File: src/sv/grq_pkg.sv
// Shared types, constants and the gear lookup for the gear request qualifier.
// No dependencies; every other file of the block refers to this package by scoped names.
`default_nettype none

package grq_pkg;

  // Number of button positions that a message can carry.
  localparam int NUM_BUTTONS = 16;

  // Field widths.
  localparam int BITS_W  = 16;
  localparam int COUNT_W = 5;
  localparam int SPEED_W = 16;
  localparam int IDX_W   = 4;
  localparam int GEAR_W  = 3;
  localparam int LIMIT_W = 15;

  // Configuration port widths.
  localparam int CFG_ADDR_W = 3;
  localparam int CFG_DATA_W = 15;

  // Configuration register indexes.
  localparam logic [CFG_ADDR_W-1:0] CFG_DRIVE_IDX   = 3'd0;
  localparam logic [CFG_ADDR_W-1:0] CFG_NEUTRAL_IDX = 3'd1;
  localparam logic [CFG_ADDR_W-1:0] CFG_REVERSE_IDX = 3'd2;
  localparam logic [CFG_ADDR_W-1:0] CFG_PARK_IDX    = 3'd3;
  localparam logic [CFG_ADDR_W-1:0] CFG_INIT_GEAR   = 3'd4;
  localparam logic [CFG_ADDR_W-1:0] CFG_MAX_SPEED   = 3'd5;

  // Reset values of the configuration registers.
  localparam logic [IDX_W-1:0]   DRIVE_IDX_RST   = 4'd0;
  localparam logic [IDX_W-1:0]   NEUTRAL_IDX_RST = 4'd1;
  localparam logic [IDX_W-1:0]   REVERSE_IDX_RST = 4'd2;
  localparam logic [IDX_W-1:0]   PARK_IDX_RST    = 4'd3;
  localparam logic [GEAR_W-1:0]  INIT_GEAR_RST   = 3'd1;
  localparam logic [LIMIT_W-1:0] MAX_SPEED_RST   = 15'd500;

  // Gear codes.
  localparam logic [GEAR_W-1:0] GEAR_PARK    = 3'd1;
  localparam logic [GEAR_W-1:0] GEAR_REVERSE = 3'd2;
  localparam logic [GEAR_W-1:0] GEAR_NEUTRAL = 3'd3;
  localparam logic [GEAR_W-1:0] GEAR_DRIVE   = 3'd4;

  // Result status codes.
  typedef enum logic [2:0] {
    ST_NONE      = 3'd0,
    ST_BAD_MSG   = 3'd1,
    ST_AMBIGUOUS = 3'd2,
    ST_NO_SPEED  = 3'd3,
    ST_TOO_FAST  = 3'd4,
    ST_CHANGED   = 3'd5
  } status_t;

  // Live configuration, in the button order drive, neutral, reverse, park.
  typedef struct packed {
    logic [3:0][IDX_W-1:0] btn_idx;
    logic [LIMIT_W-1:0]    max_speed;
    logic                  gear_load;
    logic [GEAR_W-1:0]     gear_value;
  } cfg_t;

  // Outcome of evaluating one sample against the held state.
  typedef struct packed {
    logic              bad_msg;
    logic [3:0]        pressed;
    logic              change;
    logic [GEAR_W-1:0] new_gear;
    status_t           status;
  } eval_t;

  // Gear selected by a press of button slot 0..3.
  function automatic logic [GEAR_W-1:0] gear_of_button(input logic [1:0] slot);
    logic [GEAR_W-1:0] g;
    unique case (slot)
      2'd0: g = GEAR_DRIVE;
      2'd1: g = GEAR_NEUTRAL;
      2'd2: g = GEAR_REVERSE;
      2'd3: g = GEAR_PARK;
      default: g = GEAR_PARK;
    endcase
    return g;
  endfunction

endpackage

`default_nettype wire

File: src/sv/gear_request_qualifier_unit.sv
// Top level of the gear request qualifier: input register, state, result register.
// Depends on grq_pkg, grq_cfg and grq_eval.
//
// Usage:
//   Sample channel: sample_valid/sample_stall with button_bits, button_count,
//   speed_ok and speed_mmps. A beat moves when valid is high and stall is low.
//   Result channel: result_valid/result_stall with gear_now and status, one
//   result beat for every sample beat, in order.
//   Configuration: cfg_valid/cfg_ready with cfg_index and cfg_data; ready is
//   always high. Writing the initial gear register loads the current gear.
//   Write configuration only while no sample is in flight.
// Flow and throughput:
//   A sample is captured in the input register, evaluated combinationally against the
//   held press pattern, and its result is loaded into the result register when that
//   register is free or emptying. One sample is taken per cycle while no result stall
//   holds; the single evaluation stage between the two registers sets that rate.
// Reset: rst is synchronous; both registers empty, press pattern cleared,
//   gear set to park, configuration registers to their defaults.
// Stall: a stalled result holds; the input register fills behind it and then
//   sample_stall rises in the same cycle until the result beat moves.
`default_nettype none

module gear_request_qualifier_unit (
  input  wire logic                            clk,
  input  wire logic                            rst,
  input  wire logic                            sample_valid,
  output logic                                 sample_stall,
  input  wire logic [grq_pkg::BITS_W-1:0]      button_bits,
  input  wire logic [grq_pkg::COUNT_W-1:0]     button_count,
  input  wire logic                            speed_ok,
  input  wire logic signed [grq_pkg::SPEED_W-1:0] speed_mmps,
  output logic                                 result_valid,
  input  wire logic                            result_stall,
  output logic [grq_pkg::GEAR_W-1:0]           gear_now,
  output logic [2:0]                           status,
  input  wire logic                            cfg_valid,
  output logic                                 cfg_ready,
  input  wire logic [grq_pkg::CFG_ADDR_W-1:0]  cfg_index,
  input  wire logic [grq_pkg::CFG_DATA_W-1:0]  cfg_data
);

  grq_pkg::cfg_t               cfg;
  grq_pkg::eval_t              ev;

  logic                        s1_valid;
  logic [grq_pkg::BITS_W-1:0]  s1_bits;
  logic [grq_pkg::COUNT_W-1:0] s1_count;
  logic                        s1_speed_ok;
  logic [grq_pkg::SPEED_W-1:0] s1_speed;

  logic [3:0]                  prev_pressed;
  logic [grq_pkg::GEAR_W-1:0]  gear_reg;
  logic [grq_pkg::GEAR_W-1:0]  gear_reg_next;

  logic                        adv;
  logic                        take;

  grq_cfg u_cfg (
    .clk       (clk),
    .rst       (rst),
    .cfg_valid (cfg_valid),
    .cfg_ready (cfg_ready),
    .cfg_index (cfg_index),
    .cfg_data  (cfg_data),
    .cfg       (cfg)
  );

  grq_eval u_eval (
    .cfg          (cfg),
    .button_bits  (s1_bits),
    .button_count (s1_count),
    .speed_ok     (s1_speed_ok),
    .speed_mmps   (s1_speed),
    .prev_pressed (prev_pressed),
    .res          (ev)
  );

  // Handshake: the held sample moves on when the result register is free or emptying.
  assign adv          = s1_valid && (!result_valid || !result_stall);
  assign sample_stall = s1_valid && !adv;
  assign take         = sample_valid && !sample_stall;

  // Input register.
  always_ff @(posedge clk) begin
    if (rst) begin
      s1_valid <= 1'b0;
    end else begin
      s1_valid <= take || (s1_valid && !adv);
    end
    if (take) begin
      s1_bits     <= button_bits;
      s1_count    <= button_count;
      s1_speed_ok <= speed_ok;
      s1_speed    <= speed_mmps;
    end
  end

  // Gear after this sample.
  always_comb begin
    gear_reg_next = gear_reg;
    if (adv && ev.change) begin
      gear_reg_next = ev.new_gear;
    end
  end

  // Held state: press pattern and current gear.
  always_ff @(posedge clk) begin
    if (rst) begin
      prev_pressed <= '0;
      gear_reg     <= grq_pkg::INIT_GEAR_RST;
    end else begin
      if (adv && !ev.bad_msg) begin
        prev_pressed <= ev.pressed;
      end
      if (cfg.gear_load) begin
        gear_reg <= cfg.gear_value;
      end else begin
        gear_reg <= gear_reg_next;
      end
    end
  end

  // Result register.
  always_ff @(posedge clk) begin
    if (rst) begin
      result_valid <= 1'b0;
    end else if (adv) begin
      result_valid <= 1'b1;
    end else if (!result_stall) begin
      result_valid <= 1'b0;
    end
    if (adv) begin
      gear_now <= gear_reg_next;
      status   <= ev.status;
    end
  end

  // The input side only stalls when both registers are occupied.
  a_stall_only_when_full: assert property (@(posedge clk) disable iff (rst)
    sample_stall |-> (s1_valid && result_valid && result_stall))
    else $error("sample_stall raised with a free register");

  // A reported change always carries one of the four gear codes.
  a_change_gear_legal: assert property (@(posedge clk) disable iff (rst)
    (result_valid && status == grq_pkg::ST_CHANGED) |->
      (gear_now == grq_pkg::GEAR_PARK || gear_now == grq_pkg::GEAR_REVERSE ||
       gear_now == grq_pkg::GEAR_NEUTRAL || gear_now == grq_pkg::GEAR_DRIVE))
    else $error("change reported with an illegal gear");

  // A short message leaves the press pattern untouched.
  a_bad_msg_keeps_pattern: assert property (@(posedge clk) disable iff (rst)
    (adv && ev.bad_msg) |=> $stable(prev_pressed))
    else $error("press pattern updated by a short message");

endmodule

`default_nettype wire

File: src/sv/grq_cfg.sv
// Configuration register file of the gear request qualifier.
// Depends on grq_pkg for widths, register indexes and reset values.
`default_nettype none

module grq_cfg (
  input  wire logic                            clk,
  input  wire logic                            rst,
  input  wire logic                            cfg_valid,
  output logic                                 cfg_ready,
  input  wire logic [grq_pkg::CFG_ADDR_W-1:0]  cfg_index,
  input  wire logic [grq_pkg::CFG_DATA_W-1:0]  cfg_data,
  output grq_pkg::cfg_t                        cfg
);

  logic [3:0][grq_pkg::IDX_W-1:0] btn_idx;
  logic [grq_pkg::LIMIT_W-1:0]    max_speed;
  logic                           wr;

  // Writes are taken in any cycle.
  assign cfg_ready = 1'b1;
  assign wr        = cfg_valid & cfg_ready;

  // Register writes; indexes past the list are dropped.
  always_ff @(posedge clk) begin
    if (rst) begin
      btn_idx[0] <= grq_pkg::DRIVE_IDX_RST;
      btn_idx[1] <= grq_pkg::NEUTRAL_IDX_RST;
      btn_idx[2] <= grq_pkg::REVERSE_IDX_RST;
      btn_idx[3] <= grq_pkg::PARK_IDX_RST;
      max_speed  <= grq_pkg::MAX_SPEED_RST;
    end else if (wr) begin
      unique case (cfg_index)
        grq_pkg::CFG_DRIVE_IDX:   btn_idx[0] <= cfg_data[grq_pkg::IDX_W-1:0];
        grq_pkg::CFG_NEUTRAL_IDX: btn_idx[1] <= cfg_data[grq_pkg::IDX_W-1:0];
        grq_pkg::CFG_REVERSE_IDX: btn_idx[2] <= cfg_data[grq_pkg::IDX_W-1:0];
        grq_pkg::CFG_PARK_IDX:    btn_idx[3] <= cfg_data[grq_pkg::IDX_W-1:0];
        grq_pkg::CFG_MAX_SPEED:   max_speed  <= cfg_data[grq_pkg::LIMIT_W-1:0];
        default: ;
      endcase
    end
  end

  // The initial gear is only ever used at the moment it is written, as a load of the gear.
  always_comb begin
    cfg.btn_idx    = btn_idx;
    cfg.max_speed  = max_speed;
    cfg.gear_load  = wr && (cfg_index == grq_pkg::CFG_INIT_GEAR);
    cfg.gear_value = cfg_data[grq_pkg::GEAR_W-1:0];
  end

endmodule

`default_nettype wire

File: src/sv/grq_eval.sv
// Combinational evaluation of one button sample against the held press pattern.
// Depends on grq_pkg for the configuration and result structs and the gear lookup.
`default_nettype none

module grq_eval (
  input  wire grq_pkg::cfg_t                  cfg,
  input  wire logic [grq_pkg::BITS_W-1:0]     button_bits,
  input  wire logic [grq_pkg::COUNT_W-1:0]    button_count,
  input  wire logic                           speed_ok,
  input  wire logic [grq_pkg::SPEED_W-1:0]    speed_mmps,
  input  wire logic [3:0]                     prev_pressed,
  output grq_pkg::eval_t                      res
);

  logic                        short_msg;
  logic [3:0]                  pressed;
  logic [3:0]                  rising;
  logic [1:0]                  req;
  logic [grq_pkg::SPEED_W-1:0] mag;
  logic                        too_fast;

  // Message length check and button pick, one slot per configured position.
  always_comb begin
    short_msg = 1'b0;
    pressed   = '0;
    for (int i = 0; i < 4; i++) begin
      if ({1'b0, cfg.btn_idx[i]} >= button_count ||
          {1'b0, cfg.btn_idx[i]} >= grq_pkg::COUNT_W'(grq_pkg::NUM_BUTTONS)) begin
        short_msg = 1'b1;
      end
      pressed[i] = button_bits[cfg.btn_idx[i]];
    end
  end

  // Rising edges and the slot that rose; only used when exactly one rose.
  always_comb begin
    rising = pressed & ~prev_pressed;
    req    = 2'd0;
    for (int i = 0; i < 4; i++) begin
      if (rising[i]) begin
        req = 2'(i);
      end
    end
  end

  // Speed magnitude; the most negative value maps to 32768, above any limit.
  always_comb begin
    mag      = speed_mmps[grq_pkg::SPEED_W-1] ? (~speed_mmps + 1'b1) : speed_mmps;
    too_fast = mag > {1'b0, cfg.max_speed};
  end

  // Status decision in priority order.
  always_comb begin
    res.bad_msg  = short_msg;
    res.pressed  = pressed;
    res.change   = 1'b0;
    res.new_gear = grq_pkg::gear_of_button(req);
    priority if (short_msg) begin
      res.status = grq_pkg::ST_BAD_MSG;
    end else if (rising == 4'd0) begin
      res.status = grq_pkg::ST_NONE;
    end else if (!$onehot(pressed) || !$onehot(rising)) begin
      res.status = grq_pkg::ST_AMBIGUOUS;
    end else if (!speed_ok) begin
      res.status = grq_pkg::ST_NO_SPEED;
    end else if (too_fast) begin
      res.status = grq_pkg::ST_TOO_FAST;
    end else begin
      res.status = grq_pkg::ST_CHANGED;
      res.change = 1'b1;
    end
  end

endmodule

`default_nettype wire
File: config.mk
export PLATFORM = sky130hd
export DESIGN_NAME = gear_request_qualifier_unit
export DESIGN_NICKNAME = d
export VERILOG_FILES = /design/src/sv/grq_pkg.sv /design/src/sv/gear_request_qualifier_unit.sv /design/src/sv/grq_cfg.sv /design/src/sv/grq_eval.sv
export SDC_FILE = /design/constraint.sdc
export NUM_CORES = 1
export LEC_CHECK = 0
export ABC_CLOCK_PERIOD_IN_PS = 3800
export BUFFER_PORTS_ARGS = -buffer_cell sky130_fd_sc_hd__buf_4
export CAP_MARGIN = 20
export CORE_MARGIN = 2
export CORE_UTILIZATION = 25
export DETAILED_ROUTE_END_ITERATION = 10
export GPL_TIMING_DRIVEN = 0
export PLACE_DENSITY = 0.42
export SLEW_MARGIN = 0
export SYNTH_ARGS = -nofsm -noshare
export SYNTH_HDL_FRONTEND = slang
export SYNTH_SLANG_ARGS = --single-unit
File: constraint.sdc
create_clock -name clk -period 3.8 [get_ports clk]
set_input_delay 0.95 -clock clk [delete_from_list [all_inputs] [get_ports clk]]
set_output_delay 0.95 -clock clk [all_outputs]
set_load 0.03 [all_outputs]
# After elaboration in Yosys (flattened, before gate mapping)
# Cells that the tools add are included.
[op_classes]
n_lt_le_gt_ge = 9
eq_ne = 11
n_bitwise = 4
muxes = 30
n_reduce_logical = 26
addsub = 7
[ops]
columns = ["operator", "count"]
rows = [
  ["$ge A4 B5 Y1", 4],
  ["$lt A4 B5 Y1 const B", 4],
  ["$mux W1", 18],
  ["$add A16 B1 Y16 const B", 1],
  ["$bmux W1 S4", 4],
  ["$gt A16 B15 Y1", 1],
  ["$mux W16", 1],
  ["$not A16 Y16", 1],
  ["$pmux W3 S4", 1],
  ["$reduce_and A2 Y1", 5],
  ["$eq A3 B1 Y1 const B", 3],
  ["$add A1 B1 Y2", 4],
  ["$mux W2", 4],
  ["$logic_not A1 Y1", 7],
  ["$add A3 B3 Y3", 2],
  ["$eq A3 B2 Y1 const B", 2],
  ["$eq A3 B3 Y1 const B", 2],
  ["$logic_and A1 B1 Y1", 6],
  ["$mux W3", 2],
  ["$and A4 B4 Y4", 1],
  ["$eq A2 B2 Y1 const B", 2],
  ["$logic_not A4 Y1", 1],
  ["$not A4 Y4", 1],
  ["$reduce_or A4 Y1", 1],
  ["other kinds (7)", 9],
]
[word_totals]
input_bits = 61
reg_bits = 84

# Depth between registers and ports, before layout
[depth]
depth_word = 14
depth_mapped = 14

# By module
# Synthesis repeated with hierarchy kept, for this count alone.
[unflattened]
hier_cells = 422
hier_area_um2 = 4954.8
[by_module_without_submodules]
columns = ["mod", "n_inst", "seq_area_each_um2", "area_per_inst_um2", "cells_each"]
rows = [
  ["grq_eval", 1, 0.0, 1834.3, 194],
  ["gear_request_qualifier_unit", 1, 1501.4, 1790.5, 95],
  ["grq_cfg", 1, 620.6, 1330.0, 133],
]

# Least setup slack after synthesis
# Ideal clock, no wire load.
[synth_path]
path_kind = "register to register"
start = "register u_cfg.btn_idx (netlist bit u_cfg.cfg[19])"
end = "register gear_reg[1] in the netlist's numbering"
t_arrival_ns = 4.010
synth_period_minus_slack_ns = 4.101
path_buffers = 1
path_slack_ns = -0.301
required_time_ns = 3.709
stages_incl_launch_ff = 12
setup_ns = 0.091
cell_sequence = "dfxtp_1 clkbuf_1 mux4_2 mux4_2 ha_1 ha_1 fa_1 nor4bb_1 nand4_1 o41ai_1 nand4_1 a311oi_1"
[synth_rtl]
columns = ["element", "line_no", "rtl"]
rows = [
  ["start, declared", "grq_cfg.sv:15", "logic [3:0][grq_pkg::IDX_W-1:0] btn_idx;"],
  ["end signal, assigned", "gear_request_qualifier_unit.sv:110", "gear_reg <= grq_pkg::INIT_GEAR_RST;"],
  ["end signal, assigned", "gear_request_qualifier_unit.sv:116", "gear_reg <= cfg.gear_value;"],
  ["end signal, assigned", "gear_request_qualifier_unit.sv:118", "gear_reg <= gear_reg_next;"],
  ["end, declared", "gear_request_qualifier_unit.sv:52", "logic [grq_pkg::GEAR_W-1:0] gear_reg;"],
]

==> metrics <==
RSZ-0062 raised after global routing true; Max-cap violations 0; DR iter-0 viols 143; vias 3,534; DRC viols 0; Critical R2R Launch u_cfg.cfg[31]$_SDFFE_PP1P_; post-synthesis cell area 4691 um^2; Final min period 4.084 ns; internal power consumption 1.680 mW; Die Area 19,880 um^2; violated checks setup timing; I/O Pins 70; adder-cell area share of the yosys netlist 12.06%; Hold Path Class flop to flop; clk buf depth 2; Power Density 376.6 nW/um^2; Slew @ Worst Pin 0.9199 ns; CP bufs+invs 1; crit path cell chain buf_8, mux4_2, mux4_2, ha_4, ha_4, fa_1, nor4bb_2, nand4_1, o41ai_4, nand4_1, a311oi_1; Post-synth ARST share 0%; first-pass GRT wire length 19.17 mm; dominant cells by area after synthesis edfxtp_1, dfxtp_1, ha_1; gr ovfl total 0; final worst setup slack -0.2836 ns; hpwl dp 9.350 mm; Syn Inst Count 430; port bufs 68; final worst-path cycle share 107.5%; Hold Buf Count CTS 0; layout cells sized above 1 28.54%; clock latency on the worst-skew pair 0.36 ns; worst setup path startpoint u_cfg.cfg[31]$_SDFFE_PP1P_; Crit. End Element flop; worst reg-to-reg setup slack -0.28 ns; Yosys top cell by area edfxtp_1; final core utilization 32.89%; n_diodes 0; Sw Ratio 26.99%; status finished with violations; peak supply drop 0.2161 mV; drt wl/cell 16.24 um; Critical Path AT 4.34 ns; P_sw 0.6211 mW; worst rel slew slack 38.20%; Clock power frac 37.2%; die width 141.0 um; skew final 0.009899 ns; mux contribution to synthesized area 11.87%; Yosys reg bits 84; end point of the critical path gear_reg[2]$_SDFF_PP0_; gpl congestion 0.7538; Yosys cell types 51; post-synth net total 535; simple-gate share of the synthesized area 14.91%; Final ANT Viol Nets 0; Die Height 141.0 um; post-synth top area share 28.17%; Worst-path clk slew 0.07 ns; largest net degree at the start of global routing 22; Stages on worst setup path 11; nets 622; CP peak stage delay 0.57 ns; CP Max Fanout 6; clk root buf clkbuf_16; LEAKAGE 2.433 nW; CP Launch Type flop; TritonRoute pass-1 iters 4; CP max stage cell mux4_2; Synth Flop Type edfxtp_1; core footprint 18,580 um^2; most frequent cells in the layout buf_4, nand2_1, edfxtp_1; Reg2Reg Depth 11; WP data required 4.06 ns; initial core utilization 25.25%; critical path's top delay family multiplexers; Synthesis Warnings 0; initial antenna violation count 0; largest family of logic cells by synthesized area simple AND/OR/NAND/NOR gates; Synth Area in Compound Gates 9.789%; Synth Area in XOR/XNOR 2.427%; R2R Path End gear_reg[2]$_SDFF_PP0_; sequential share of power 45.0%; commonest non-fill, non-tap cell in the layout buf_4; final setup vio count 6; Mean Syn Cell Area 10.91 um^2; Routed Wire Length 12.28 mm; type of the worst setup path flop to flop; FMAX 244.9 MHz; Post-synth EDFFs 44; total CTS buffers 9; CTS tree yes; Rows 50; DR vias/cell 4.675; proportion of power drawn by combinational gates 17.8%; Clock Sinks 84; sequential area share after synthesis 45.24%; Max H-tree Level 3; Slew Viols, Final 0; gr usage total 12.81%; synth-to-layout area growth 30.27%; vias in the first global route 3,479; FILL cells 1,860; Final Hold Viols 0; total power draw 2.301 mW
==> worst min-delay path by stage <==
stage | from | end | slack, ns | depth (start not counted)
2_1_floorplan | u_cfg.max_speed[10]$_SDFFE_PP0P_ | u_cfg.max_speed[10]$_SDFFE_PP0P_ | 0.44 | 2
3_3_place_gp | u_cfg.max_speed[11]$_SDFFE_PP0P_ | u_cfg.max_speed[11]$_SDFFE_PP0P_ | 0.45 | 2
3_5_place_dp | u_cfg.max_speed[11]$_SDFFE_PP0P_ | u_cfg.max_speed[11]$_SDFFE_PP0P_ | 0.45 | 2
4_1_cts | u_cfg.max_speed[11]$_SDFFE_PP0P_ | u_cfg.max_speed[11]$_SDFFE_PP0P_ | 0.46 | 2
5_1_grt | u_cfg.max_speed[11]$_SDFFE_PP0P_ | u_cfg.max_speed[11]$_SDFFE_PP0P_ | 0.48 | 2
6_report | u_cfg.max_speed[10]$_SDFFE_PP0P_ | u_cfg.max_speed[10]$_SDFFE_PP0P_ | 0.46 | 2
==> worst register-to-register path, cell delays in order (launching register included) <==
cell and delay (ns):
dfxtp_2 0.33, buf_8 0.12, mux4_2 0.51, mux4_2 0.57, ha_4 0.26, ha_4 0.15
fa_1 0.45, nor4bb_2 0.34, nand4_1 0.27, o41ai_4 0.46, nand4_1 0.21, a311oi_1 0.30
==> power groups by stage <==
stage / Sequential [mW] / Combinational [mW] / Clock [mW]
floorplan: 1.05 / 0.216 / 0
global placement: 1.05 / 0.342 / 0
detailed placement: 1.05 / 0.353 / 0
global route: 1.04 / 0.458 / 0.926
finish: 1.03 / 0.410 / 0.857
CTS: 1.03 / 0.387 / 0.887
==> stage by stage <==
stage          area [um^2]  worst slack [ns]  cells  setup TNS (ns)  hold slack, ns
2_1_floorplan         4718          0.008573    430               0          0.4363
3_3_place_gp          5522           -0.7439    732          -24.37          0.4504
3_5_place_dp          5557           -0.8471    733          -4.702          0.4507
4_1_cts               5984           -0.3632    754          -1.821          0.4599
5_1_grt               6111           -0.4449    756          -2.276          0.4828
6_report              6111           -0.2836    756          -1.285          0.4587
==> Yosys cell counts, drive strengths merged (6+ instances only) <==
cell type	instances
nand3	7
mux4	17
nor2b	8
o21ai	16
xnor2	13
nand2	49
clkbuf	9
dfxtp	40
nand3b	6
nand4	6
nand2b	9
inv	32
nor2	25
ha	42
edfxtp	44
nor3	7
a21oi	22
mux2i	14
==> cells by family (layout without fill, tap and decap cells) <==
group,Yosys count,count (layout)
other,1,1
buffers and inverters,44,136
AO/OA/AOI/OAI,71,71
AND/OR/NAND/NOR,139,139
flip-flops,84,84
adder cells (fa/ha/maj),44,44
XOR/XNOR,13,13
multiplexers,34,34
==> layer usage <==
layer	GRT usage [%]	routed length, um	vias to the layer above
met1	16.78	5744	1715
met3	2.921	393	14
met2	20.69	5946	55
met4	4.895	197	0
met5	0	0	-
li1	-	-	1750
==> final cells by class <==
class                      instances  area [um^2]  share of cell area, %
clock buffer                      13        260.3                  4.259
buffer                            12        76.32                  1.249
clock inverter                     3        21.27                 0.3481
inverter                          32        120.1                  1.966
timing repair buffer              76        594.3                  9.726
sequential                        84         2135                  34.93
tap                              234        292.8                  4.791
multi-input combinational        302         2611                  42.73
==> what timing repair did <==
action,CTS,global route
endpoints found under the setup margin,7,7
buffers inserted,5,3
pin swaps,11,14
gates resized for setup,21,22
(Power assumes the default switching activity.)
